<file path="src/rtl/lgbe_pkg.sv">
`default_nettype none

package lgbe_pkg;

   localparam int OP_W    = 3;
   localparam int DATA_W  = 8;
   localparam int POS_W   = 8;
   localparam int SHIFT_W = 10;

   typedef enum logic [OP_W-1:0] {
      OP_INSERT = 3'd0,
      OP_DELETE = 3'd1,
      OP_LEFT   = 3'd2,
      OP_RIGHT  = 3'd3,
      OP_MOVE   = 3'd4,
      OP_START  = 3'd5,
      OP_END    = 3'd6
   } opcode_type;

   typedef enum logic [2:0] {
      ST_IDLE,
      ST_DECODE,
      ST_STEP_CHK,
      ST_STEP_WR,
      ST_FETCH,
      ST_EMIT
   } state_type;

   // controller -> datapath
   typedef struct packed {
      logic load;      // capture request word, set up walk
      logic ins;       // write char at gap_first, advance
      logic del;       // drop cursor char
      logic set_fail;  // mark result refused
      logic step_rd;   // read the character that crosses the gap
      logic step_wr;   // write it on the far side, move both pointers
      logic fetch_rd;  // read the cursor character
      logic emit;      // load the result register
   } lgbe_cmd_type;

   // datapath -> controller
   typedef struct packed {
      opcode_type op;
      logic       full;
      logic       gap_first_zero;
      logic       can_dir;
      logic       can_step;
      logic       out_free;
   } lgbe_stat_type;

endpackage

`default_nettype wire

</file>
<file path="src/rtl/lgbe_ram.sv">
`default_nettype none

module lgbe_ram #(
   parameter int WIDTH = 8,
   parameter int DEPTH = 256
) (
   input  wire logic                     clock,
   input  wire logic                     wr_en,
   input  wire logic [$clog2(DEPTH)-1:0] wr_addr,
   input  wire logic [WIDTH-1:0]         wr_data,
   input  wire logic                     rd_en,
   input  wire logic [$clog2(DEPTH)-1:0] rd_addr,
   output logic      [WIDTH-1:0]         rd_data
);

   logic [WIDTH-1:0] mem_ff [DEPTH];
   logic [WIDTH-1:0] rd_data_ff;

   always_ff @(posedge clock) begin
      if (wr_en) begin
         mem_ff[wr_addr] <= wr_data;
      end
      if (rd_en) begin
         rd_data_ff <= mem_ff[rd_addr];
      end
   end

   assign rd_data = rd_data_ff;

endmodule

`default_nettype wire

</file>
<file path="src/rtl/lgbe_ctrl.sv">
`default_nettype none

module lgbe_ctrl import lgbe_pkg::*; (
   input  wire logic          clock,
   input  wire logic          reset,
   input  wire logic          req_valid,
   output logic               req_ready,
   input  wire lgbe_stat_type stat,
   output lgbe_cmd_type       cmd
);

   state_type state_ff, state_in;

   always_ff @(posedge clock) begin
      if (reset) begin
         state_ff <= ST_IDLE;
      end else begin
         state_ff <= state_in;
      end
   end

   always_comb begin
      state_in  = state_ff;
      cmd       = '0;
      req_ready = 1'b0;
      unique case (state_ff)
         ST_IDLE: begin
            req_ready = 1'b1;
            if (req_valid) begin
               cmd.load = 1'b1;
               state_in = ST_DECODE;
            end
         end
         ST_DECODE: begin
            unique case (stat.op)
               OP_INSERT: begin
                  if (stat.full) begin
                     cmd.set_fail = 1'b1;
                  end else begin
                     cmd.ins = 1'b1;
                  end
                  state_in = ST_FETCH;
               end
               OP_DELETE: begin
                  if (stat.gap_first_zero) begin
                     cmd.set_fail = 1'b1;
                     state_in     = ST_FETCH;
                  end else begin
                     cmd.del  = 1'b1;
                     state_in = ST_STEP_CHK;
                  end
               end
               OP_LEFT, OP_RIGHT: begin
                  if (stat.can_dir) begin
                     state_in = ST_STEP_CHK;
                  end else begin
                     cmd.set_fail = 1'b1;
                     state_in     = ST_FETCH;
                  end
               end
               OP_MOVE, OP_START, OP_END: begin
                  state_in = ST_STEP_CHK;
               end
               default: begin
                  cmd.set_fail = 1'b1;
                  state_in     = ST_FETCH;
               end
            endcase
         end
         ST_STEP_CHK: begin
            if (stat.can_step) begin
               cmd.step_rd = 1'b1;
               state_in    = ST_STEP_WR;
            end else begin
               cmd.fetch_rd = 1'b1;
               state_in     = ST_EMIT;
            end
         end
         ST_STEP_WR: begin
            cmd.step_wr = 1'b1;
            state_in    = ST_STEP_CHK;
         end
         ST_FETCH: begin
            cmd.fetch_rd = 1'b1;
            state_in     = ST_EMIT;
         end
         ST_EMIT: begin
            if (stat.out_free) begin
               cmd.emit = 1'b1;
               state_in = ST_IDLE;
            end
         end
         default: begin
            state_in = ST_IDLE;
         end
      endcase
   end

endmodule

`default_nettype wire

</file>
<file path="src/rtl/lgbe_dp.sv">
`default_nettype none

module lgbe_dp import lgbe_pkg::*; #(
   parameter int STORE_DEPTH = 256
) (
   input  wire logic                      clock,
   input  wire logic                      reset,
   input  wire lgbe_cmd_type              cmd,
   output lgbe_stat_type                  stat,
   input  wire logic        [OP_W-1:0]    req_operation,
   input  wire logic        [DATA_W-1:0]  req_char_in,
   input  wire logic signed [SHIFT_W-1:0] req_shift_amount,
   input  wire logic                      rsp_ready,
   output logic                           rsp_valid,
   output logic                           rsp_status,
   output logic             [POS_W-1:0]   rsp_cursor_pos,
   output logic             [POS_W-1:0]   rsp_text_length,
   output logic             [DATA_W-1:0]  rsp_cursor_char
);

   localparam int AW = $clog2(STORE_DEPTH);
   localparam int PW = (AW + 1 > POS_W) ? AW + 1 : POS_W;
   localparam logic [AW-1:0] LAST = AW'(STORE_DEPTH - 1);
   localparam logic [AW-1:0] ONE  = AW'(1);

   logic [AW-1:0]      gap_first_ff, gap_first_in;
   logic [AW-1:0]      gap_last_ff, gap_last_in;
   opcode_type         op_ff;
   logic [DATA_W-1:0]  char_ff;
   logic               dir_left_ff, dir_left_in;
   logic [SHIFT_W-1:0] count_ff, count_in;
   logic               unlimited_ff, unlimited_in;
   logic               fail_ff;
   logic               rsp_valid_ff;
   logic               rsp_status_ff;
   logic [POS_W-1:0]   rsp_cursor_pos_ff;
   logic [POS_W-1:0]   rsp_text_length_ff;
   logic [DATA_W-1:0]  rsp_cursor_char_ff;

   logic               can_left, can_right, can_dir;
   logic [SHIFT_W-1:0] magnitude;
   logic [PW-1:0]      pos_wide, len_wide;
   logic               wr_en, rd_en;
   logic [AW-1:0]      wr_addr, rd_addr;
   logic [DATA_W-1:0]  wr_data, rd_data;

   assign can_left  = gap_first_ff > ONE;
   assign can_right = gap_last_ff != LAST;
   assign can_dir   = dir_left_ff ? can_left : can_right;
   assign magnitude = req_shift_amount[SHIFT_W-1] ?
                      (~req_shift_amount + SHIFT_W'(1)) : req_shift_amount;

   assign stat.op             = op_ff;
   assign stat.full           = gap_first_ff == gap_last_ff;
   assign stat.gap_first_zero = gap_first_ff == '0;
   assign stat.can_dir        = can_dir;
   assign stat.can_step       = can_dir && (unlimited_ff || count_ff != '0);
   assign stat.out_free       = !rsp_valid_ff || rsp_ready;

   // walk setup from the incoming word; count down on each bounded step
   always_comb begin
      dir_left_in  = dir_left_ff;
      count_in     = count_ff;
      unlimited_in = unlimited_ff;
      if (cmd.load) begin
         dir_left_in  = 1'b0;
         count_in     = '0;
         unlimited_in = 1'b0;
         unique case (opcode_type'(req_operation))
            OP_LEFT: begin
               dir_left_in = 1'b1;
               count_in    = SHIFT_W'(1);
            end
            OP_RIGHT, OP_DELETE: begin
               count_in = SHIFT_W'(1);
            end
            OP_MOVE: begin
               dir_left_in = req_shift_amount[SHIFT_W-1];
               count_in    = magnitude;
            end
            OP_START: begin
               dir_left_in  = 1'b1;
               unlimited_in = 1'b1;
            end
            OP_END: begin
               unlimited_in = 1'b1;
            end
            default: begin
               count_in = '0;
            end
         endcase
      end else if (cmd.step_wr && !unlimited_ff) begin
         count_in = count_ff - SHIFT_W'(1);
      end
   end

   always_comb begin
      gap_first_in = gap_first_ff;
      gap_last_in  = gap_last_ff;
      if (cmd.ins) begin
         gap_first_in = gap_first_ff + ONE;
      end else if (cmd.del) begin
         gap_first_in = gap_first_ff - ONE;
      end else if (cmd.step_wr) begin
         if (dir_left_ff) begin
            gap_first_in = gap_first_ff - ONE;
            gap_last_in  = gap_last_ff - ONE;
         end else begin
            gap_first_in = gap_first_ff + ONE;
            gap_last_in  = gap_last_ff + ONE;
         end
      end
   end

   always_ff @(posedge clock) begin
      if (reset) begin
         gap_first_ff <= '0;
         gap_last_ff  <= LAST;
         rsp_valid_ff <= 1'b0;
      end else begin
         gap_first_ff <= gap_first_in;
         gap_last_ff  <= gap_last_in;
         if (cmd.emit) begin
            rsp_valid_ff <= 1'b1;
         end else if (rsp_ready) begin
            rsp_valid_ff <= 1'b0;
         end
      end
   end

   always_ff @(posedge clock) begin
      dir_left_ff  <= dir_left_in;
      count_ff     <= count_in;
      unlimited_ff <= unlimited_in;
      if (cmd.load) begin
         op_ff   <= opcode_type'(req_operation);
         char_ff <= req_char_in;
         fail_ff <= 1'b0;
      end else if (cmd.set_fail) begin
         fail_ff <= 1'b1;
      end
      if (cmd.emit) begin
         rsp_status_ff      <= fail_ff;
         rsp_cursor_pos_ff  <= pos_wide[POS_W-1:0];
         rsp_text_length_ff <= len_wide[POS_W-1:0];
         rsp_cursor_char_ff <= (gap_first_ff == '0) ? '0 : rd_data;
      end
   end

   assign pos_wide = PW'(gap_first_ff);
   assign len_wide = PW'(gap_first_ff) + PW'(LAST) - PW'(gap_last_ff);

   // store ports: inserts write the char; text crosses the gap through the read register
   assign wr_en   = cmd.ins || cmd.step_wr;
   assign wr_addr = (cmd.step_wr && dir_left_ff) ? gap_last_ff : gap_first_ff;
   assign wr_data = cmd.ins ? char_ff : rd_data;
   assign rd_en   = cmd.step_rd || cmd.fetch_rd;
   assign rd_addr = (cmd.step_rd && !dir_left_ff) ? gap_last_ff + ONE
                                                  : gap_first_ff - ONE;

   lgbe_ram #(
      .WIDTH (DATA_W),
      .DEPTH (STORE_DEPTH)
   ) u_store (
      .clock   (clock),
      .wr_en   (wr_en),
      .wr_addr (wr_addr),
      .wr_data (wr_data),
      .rd_en   (rd_en),
      .rd_addr (rd_addr),
      .rd_data (rd_data)
   );

   assign rsp_valid       = rsp_valid_ff;
   assign rsp_status      = rsp_status_ff;
   assign rsp_cursor_pos  = rsp_cursor_pos_ff;
   assign rsp_text_length = rsp_text_length_ff;
   assign rsp_cursor_char = rsp_cursor_char_ff;

endmodule

`default_nettype wire

</file>
<file path="src/rtl/line_gap_buffer_editor.sv">
// One-line text gap buffer editor.
// req_ channel: one edit command per word (operation, char_in, shift_amount),
// taken on req_valid && req_ready. rsp_ channel: exactly one word back per
// command, in order, with status, cursor_pos, text_length and cursor_char.
// Commands are handled one at a time; req_ready is high only while idle.
// Each command is decoded, walks the gap if it moves the cursor, then fetches
// the cursor char and loads the result. Insert, refused op, unknown op and
// delete with no right text walk no character; single steps (left, right,
// delete that pulls a char) walk one; move-by, start and end walk up to
// STORE_DEPTH characters. Each character crossing the gap takes one store
// read and one store write on the single-port-pair text RAM.
// The next command is taken at the earliest in the cycle after the result is
// loaded, so a command never starts before the last one is through.
// The result sits in an output register; the next command is accepted while
// it waits, and a stalled rsp_ready only holds the finishing command in its
// last state until the register frees up.
// Reset (synchronous, active high) empties the text at once: cursor 0,
// gap spanning the whole store; no store sweep is run, since a slot is
// always written before it joins the text.
`default_nettype none

module line_gap_buffer_editor import lgbe_pkg::*; #(
   parameter int STORE_DEPTH = 256
) (
   input  wire logic                      clock,
   input  wire logic                      reset,
   input  wire logic                      req_valid,
   output logic                           req_ready,
   input  wire logic        [OP_W-1:0]    req_operation,
   input  wire logic        [DATA_W-1:0]  req_char_in,
   input  wire logic signed [SHIFT_W-1:0] req_shift_amount,
   output logic                           rsp_valid,
   input  wire logic                      rsp_ready,
   output logic                           rsp_status,
   output logic             [POS_W-1:0]   rsp_cursor_pos,
   output logic             [POS_W-1:0]   rsp_text_length,
   output logic             [DATA_W-1:0]  rsp_cursor_char
);

   lgbe_cmd_type  cmd;
   lgbe_stat_type stat;

   // sequencing: decode, gap walk loop, cursor char fetch, result hand-off
   lgbe_ctrl u_ctrl (
      .clock     (clock),
      .reset     (reset),
      .req_valid (req_valid),
      .req_ready (req_ready),
      .stat      (stat),
      .cmd       (cmd)
   );

   // gap pointers, walk counter, text store and result register
   lgbe_dp #(
      .STORE_DEPTH (STORE_DEPTH)
   ) u_dp (
      .clock            (clock),
      .reset            (reset),
      .cmd              (cmd),
      .stat             (stat),
      .req_operation    (req_operation),
      .req_char_in      (req_char_in),
      .req_shift_amount (req_shift_amount),
      .rsp_ready        (rsp_ready),
      .rsp_valid        (rsp_valid),
      .rsp_status       (rsp_status),
      .rsp_cursor_pos   (rsp_cursor_pos),
      .rsp_text_length  (rsp_text_length),
      .rsp_cursor_char  (rsp_cursor_char)
   );

endmodule

`default_nettype wire
</file>
<file path="config.mk">
export PLATFORM = sky130hd
export DESIGN_NAME = line_gap_buffer_editor
export DESIGN_NICKNAME = d
export VERILOG_FILES = /design/src/rtl/lgbe_pkg.sv /design/src/rtl/lgbe_ram.sv /design/src/rtl/lgbe_ctrl.sv /design/src/rtl/lgbe_dp.sv /design/src/rtl/line_gap_buffer_editor.sv
export SDC_FILE = /design/constraint.sdc
export NUM_CORES = 2
export LEC_CHECK = 0
export BUFFER_PORTS_ARGS = -buffer_cell sky130_fd_sc_hd__buf_2
export CELL_PAD_IN_SITES_DETAIL_PLACEMENT = 2
export CELL_PAD_IN_SITES_GLOBAL_PLACEMENT = 2
export CORE_MARGIN = 2
export CORE_UTILIZATION = 35
export DETAILED_ROUTE_END_ITERATION = 12
export GPL_TIMING_DRIVEN = 0
export HOLD_SLACK_MARGIN = 0.08
export PLACE_DENSITY_LB_ADDON = 0.1
export SYNTH_ARGS = -nofsm -noshare
export SYNTH_HDL_FRONTEND = slang
export SYNTH_SLANG_ARGS = --single-unit
</file>
<file path="constraint.sdc">
create_clock -name clock -period 4.65 [get_ports clock]
set_input_delay 0 -clock clock [delete_from_list [all_inputs] [get_ports clock]]
set_output_delay 0 -clock clock [all_outputs]
set_load 0.005 [all_outputs]
</file>
==> flow_metrics.py <==
metrics = {
    "pwr": {
        "peakVddDrop_mv": 0.343,
        "total_power_w": 0.0499,
        "power.leakage_nw": 33.9,
        "power.density_nw_per_um2": 480,
    },
    "synth": {
        "synthCells": 5915,
        "number_of_enable_flip_flop_cells_after_synthesis": 2104,
        "post-synth-top-area-cell": "edfxtp_1",
        "synth_top_area_share": 0.750,
        "prevailing_post_synth_register_cell": "edfxtp_1",
        "syn-num-nets": 5956,
        "post_synth_most_frequent_cells": "edfxtp_1, nand2_1, nand3_1",
        "netlist_top_cells_area": "edfxtp_1, nand2_1, mux4_2",
        "synth_seq_cells": 2125,
        "ys.warnings.count": 0,
        "syn-mean-instance-area_sq_um": 14.2,
        "synth_most_common_cell": "edfxtp_1",
        "post_synth_instance_area_sq_um": 84200,
        "ys_seq_area_frac": 0.755,
        "synthDistinctLibCells": 67,
        "postSynth.asyncResetShare": 0,
    },
    "status": {
        "violations_in_the_final_reports": "negative setup slack",
        "outcome": "finished with violations",
    },
    "hold_path": {
        "hold_path.startpoint": "req_operation[2]",
        "hold_path.class": "input pin to flop",
    },
    "clock_network": {
        "root_buffer": "clkbuf_16",
        "cts.sink_count": 2125,
        "worst_skew_pair.late_latency_ps": 890,
        "clk_pin_slew_worst_paths_ps": 60,
        "clk_path_buf_depth": 3,
        "cts_tree": "yes",
        "cts_buffers": 232,
        "ctsHtreeMaxLevel": 4,
    },
    "place": {
        "place.port_buffers": 51,
        "gp_routability_congestion": 0.895,
        "placedInstanceArea_sq_um": 89500,
        "post-place-cells": 9203,
        "hpwlAfterDp_mm": 246,
    },
    "critical_path": {
        "worstSetupPathType": "flop to flop",
        "critPathMaxStageDelay_ps": 480,
        "crit_path_cell_trace": "nor4_4, nand4b_1, buf_6, and4_4, buf_8, a21oi_4, buf_12, buf_16, buf_16, buf_4, clkbuf_4, nand2_1, nand3_1, nand4_1, o21ai_0, nand4_1, nand4_1",
        "crit_required_ps": 5290,
        "crit_slowest_cell": "edfxtp_1",
        "critical_path.most_common_cell": "nand4_1",
        "regToRegStartpoint": "u_dp.count_ff[4]",
        "critical_path.startpoint_type": "flop",
        "end_kind": "flop",
        "worstPathMaxFanout": 10,
        "launching_element_of_the_worst_setup_path": "u_dp.count_ff[4]",
        "arrival_ps": 5650,
    },
    "sta": {
        "final_min_period_over_clock_period": 1.08,
        "timing_hold_violations_final": 0,
        "maxSlewViolCount": 0,
        "max_clock_freq_mhz": 200,
        "tightestPinTransition_ps": 1300,
        "slew_headroom": 0.137,
        "final.setup_skew_ps": 34.9,
        "post-route-min-period_ps": 5010,
        "setup_violations": 8,
        "timing.final.ws_setup_ps": -360,
        "fin_worst_hold_slack_ps": 176,
        "grt_setup_unrepaired": "true",
    },
    "cells_and_area": {
        "syn_to_final_growth_pct": 23.5,
        "finalNonFillerCells": 9878,
        "finalInstanceArea_sq_um": 104000,
        "utilization": 0.434,
        "post_route_cells_drive_above_1_share": 0.223,
        "fin_nets": 6533,
    },
    "die": {
        "initial_core_util": 0.351,
        "floorplan.die_area_sq_um": 245000,
        "rows": 180,
        "core-area_sq_um": 240000,
        "io_pins": 52,
        "dieWidth_microns": 495,
        "die_height_microns": 495,
    },
    "global_routing": {
        "grt_pass1_wl_mm": 493,
        "via_count_of_the_first_global_routing_pass": 58609,
        "grt_start_max_net_pins": 141,
        "grt_antenna_before_repair": 28,
        "grt-ovfl-total": 0,
        "global_route_usage_over_all_layers": 0.294,
    },
    "routing": {
        "drt_pass1_iterations": 5,
        "totalWireLength_mm": 365,
        "drt_iter0_markers": 6056,
        "total_number_of_vias": 56856,
        "routed_wire_length_per_instance_microns": 37.0,
        "drc": 0,
        "ant_nets": 0,
        "via_count_normalized_by_instance_count": 5.76,
    },
    "flow_run": {
        "drv_cap": 0,
    },
}
==> path summary, 6_finish.rpt <==
kind / cells past startpoint / endpoint / slack [ps]
worst min register to register: 0 / u_dp.rsp_cursor_pos[3] / 510
worst min-delay path: 5 / u_dp.count_ff[0] / 180
worst max register to register: 17 / u_dp.u_store.rd_data[0] / -360
worst max-delay path: 17 / u_dp.u_store.rd_data[0] / -360
==> flip-flops by register name, summed over array words and instances, names as in the netlist <==
signal and flops:
u_dp.rsp_cursor_char 8, u_dp.count_ff 10, u_dp.gap_first_ff 8, u_dp.fail_ff 1
u_dp.rsp_status 1, u_ctrl.state_ff 3, u_dp.u_store.mem_ff 2048, u_dp.rsp_valid 1
u_dp.rsp_text_length 8, u_dp.unlimited_ff 1, u_dp.dir_left_ff 1, u_dp.gap_last_ff 8
u_dp.char_ff 8, u_dp.u_store.rd_data 8, u_dp.rsp_cursor_pos 8, u_dp.op_ff 3
==> worst max-delay path: cells and delay by family (launching register included) <==
kind / cells / cell delay, ps
buf+inv: 7 / 1240
compound gates: 2 / 790
simple gates: 8 / 2170
flops: 1 / 480
==> routing by layer <==
| metal | global-route usage | part of all wire | up-vias |
|---|---|---|---|
| li1 | - | - | 23469 |
| met1 | 0.401 | 0.42 | 30766 |
| met2 | 0.464 | 0.46 | 2098 |
| met3 | 0.0413 | 0.061 | 519 |
| met4 | 0.141 | 0.056 | 4 |
| met5 | 0 | 0.000063 | - |
==> power by group <==
part           switching [W]  leakage, nW  internal [W]
clock network        0.00799         3.51        0.0100
registers          0.0000692         19.1        0.0222
logic                0.00721         11.3       0.00246
==> through the flow <==
| step | setup TNS, ps | setup slack, ps |
|---|---|---|
| final | -2520 | -360 |
| after global routing | -2010 | -266 |
| after CTS | -52780 | -245 |
| after detailed placement | -2390430 | -3650 |
| after global placement | - | -4280 |
| after floorplan | 0 | 422 |
==> timing repair <==
action,4_1_cts,5_1_grt
cloned,2,1
pin swaps,164,60
hold buffers,56,0
endpoints found under the setup margin,2225,1660
setup buffers,165,24
endpoints found under the hold margin,78,0
resized for setup,1271,151
==> cells by family after synthesis <==
logic type               after synthesis  share of synthesized area
buffers and inverters                406                     0.0224
XOR/XNOR                              42                    0.00437
adder cells (fa/ha/maj)               16                    0.00247
AND/OR/NAND/NOR                     2545                      0.129
AO/OA/AOI/OAI                        625                     0.0485
multiplexers                         156                     0.0378
flip-flops                          2125                      0.755
==> cell type report <==
type | count | area (sq um)
Fill cell | 23078 | 136000
Sequential cell | 2125 | 63600
Multi-Input combinational cell | 3384 | 21900
Clock buffer | 310 | 6250
Buffer | 376 | 4020
Tap cell | 3185 | 3990
Timing Repair Buffer | 351 | 3160
Clock inverter | 115 | 1010
Inverter | 22 | 86.3
Antenna cell | 10 | 25.0
==> cells in the final DEF (no fill, tap or decap), drive strengths merged, types with 18 or more instances in the layout <==
cell type    instances
a2111oi            121
nand3              440
xnor2               25
nor3                20
a21oi              224
clkinv             104
dlygate4sd3         56
a32oi               43
and3                59
clkbuf             488
inv                 21
edfxtp            2104
mux4               129
nor2               301
mux2i               18
dfxtp               21
buf                489
nand4              146
nand2             1510
a31oi              123
o21ai               55
(Power assumes the default switching activity.)
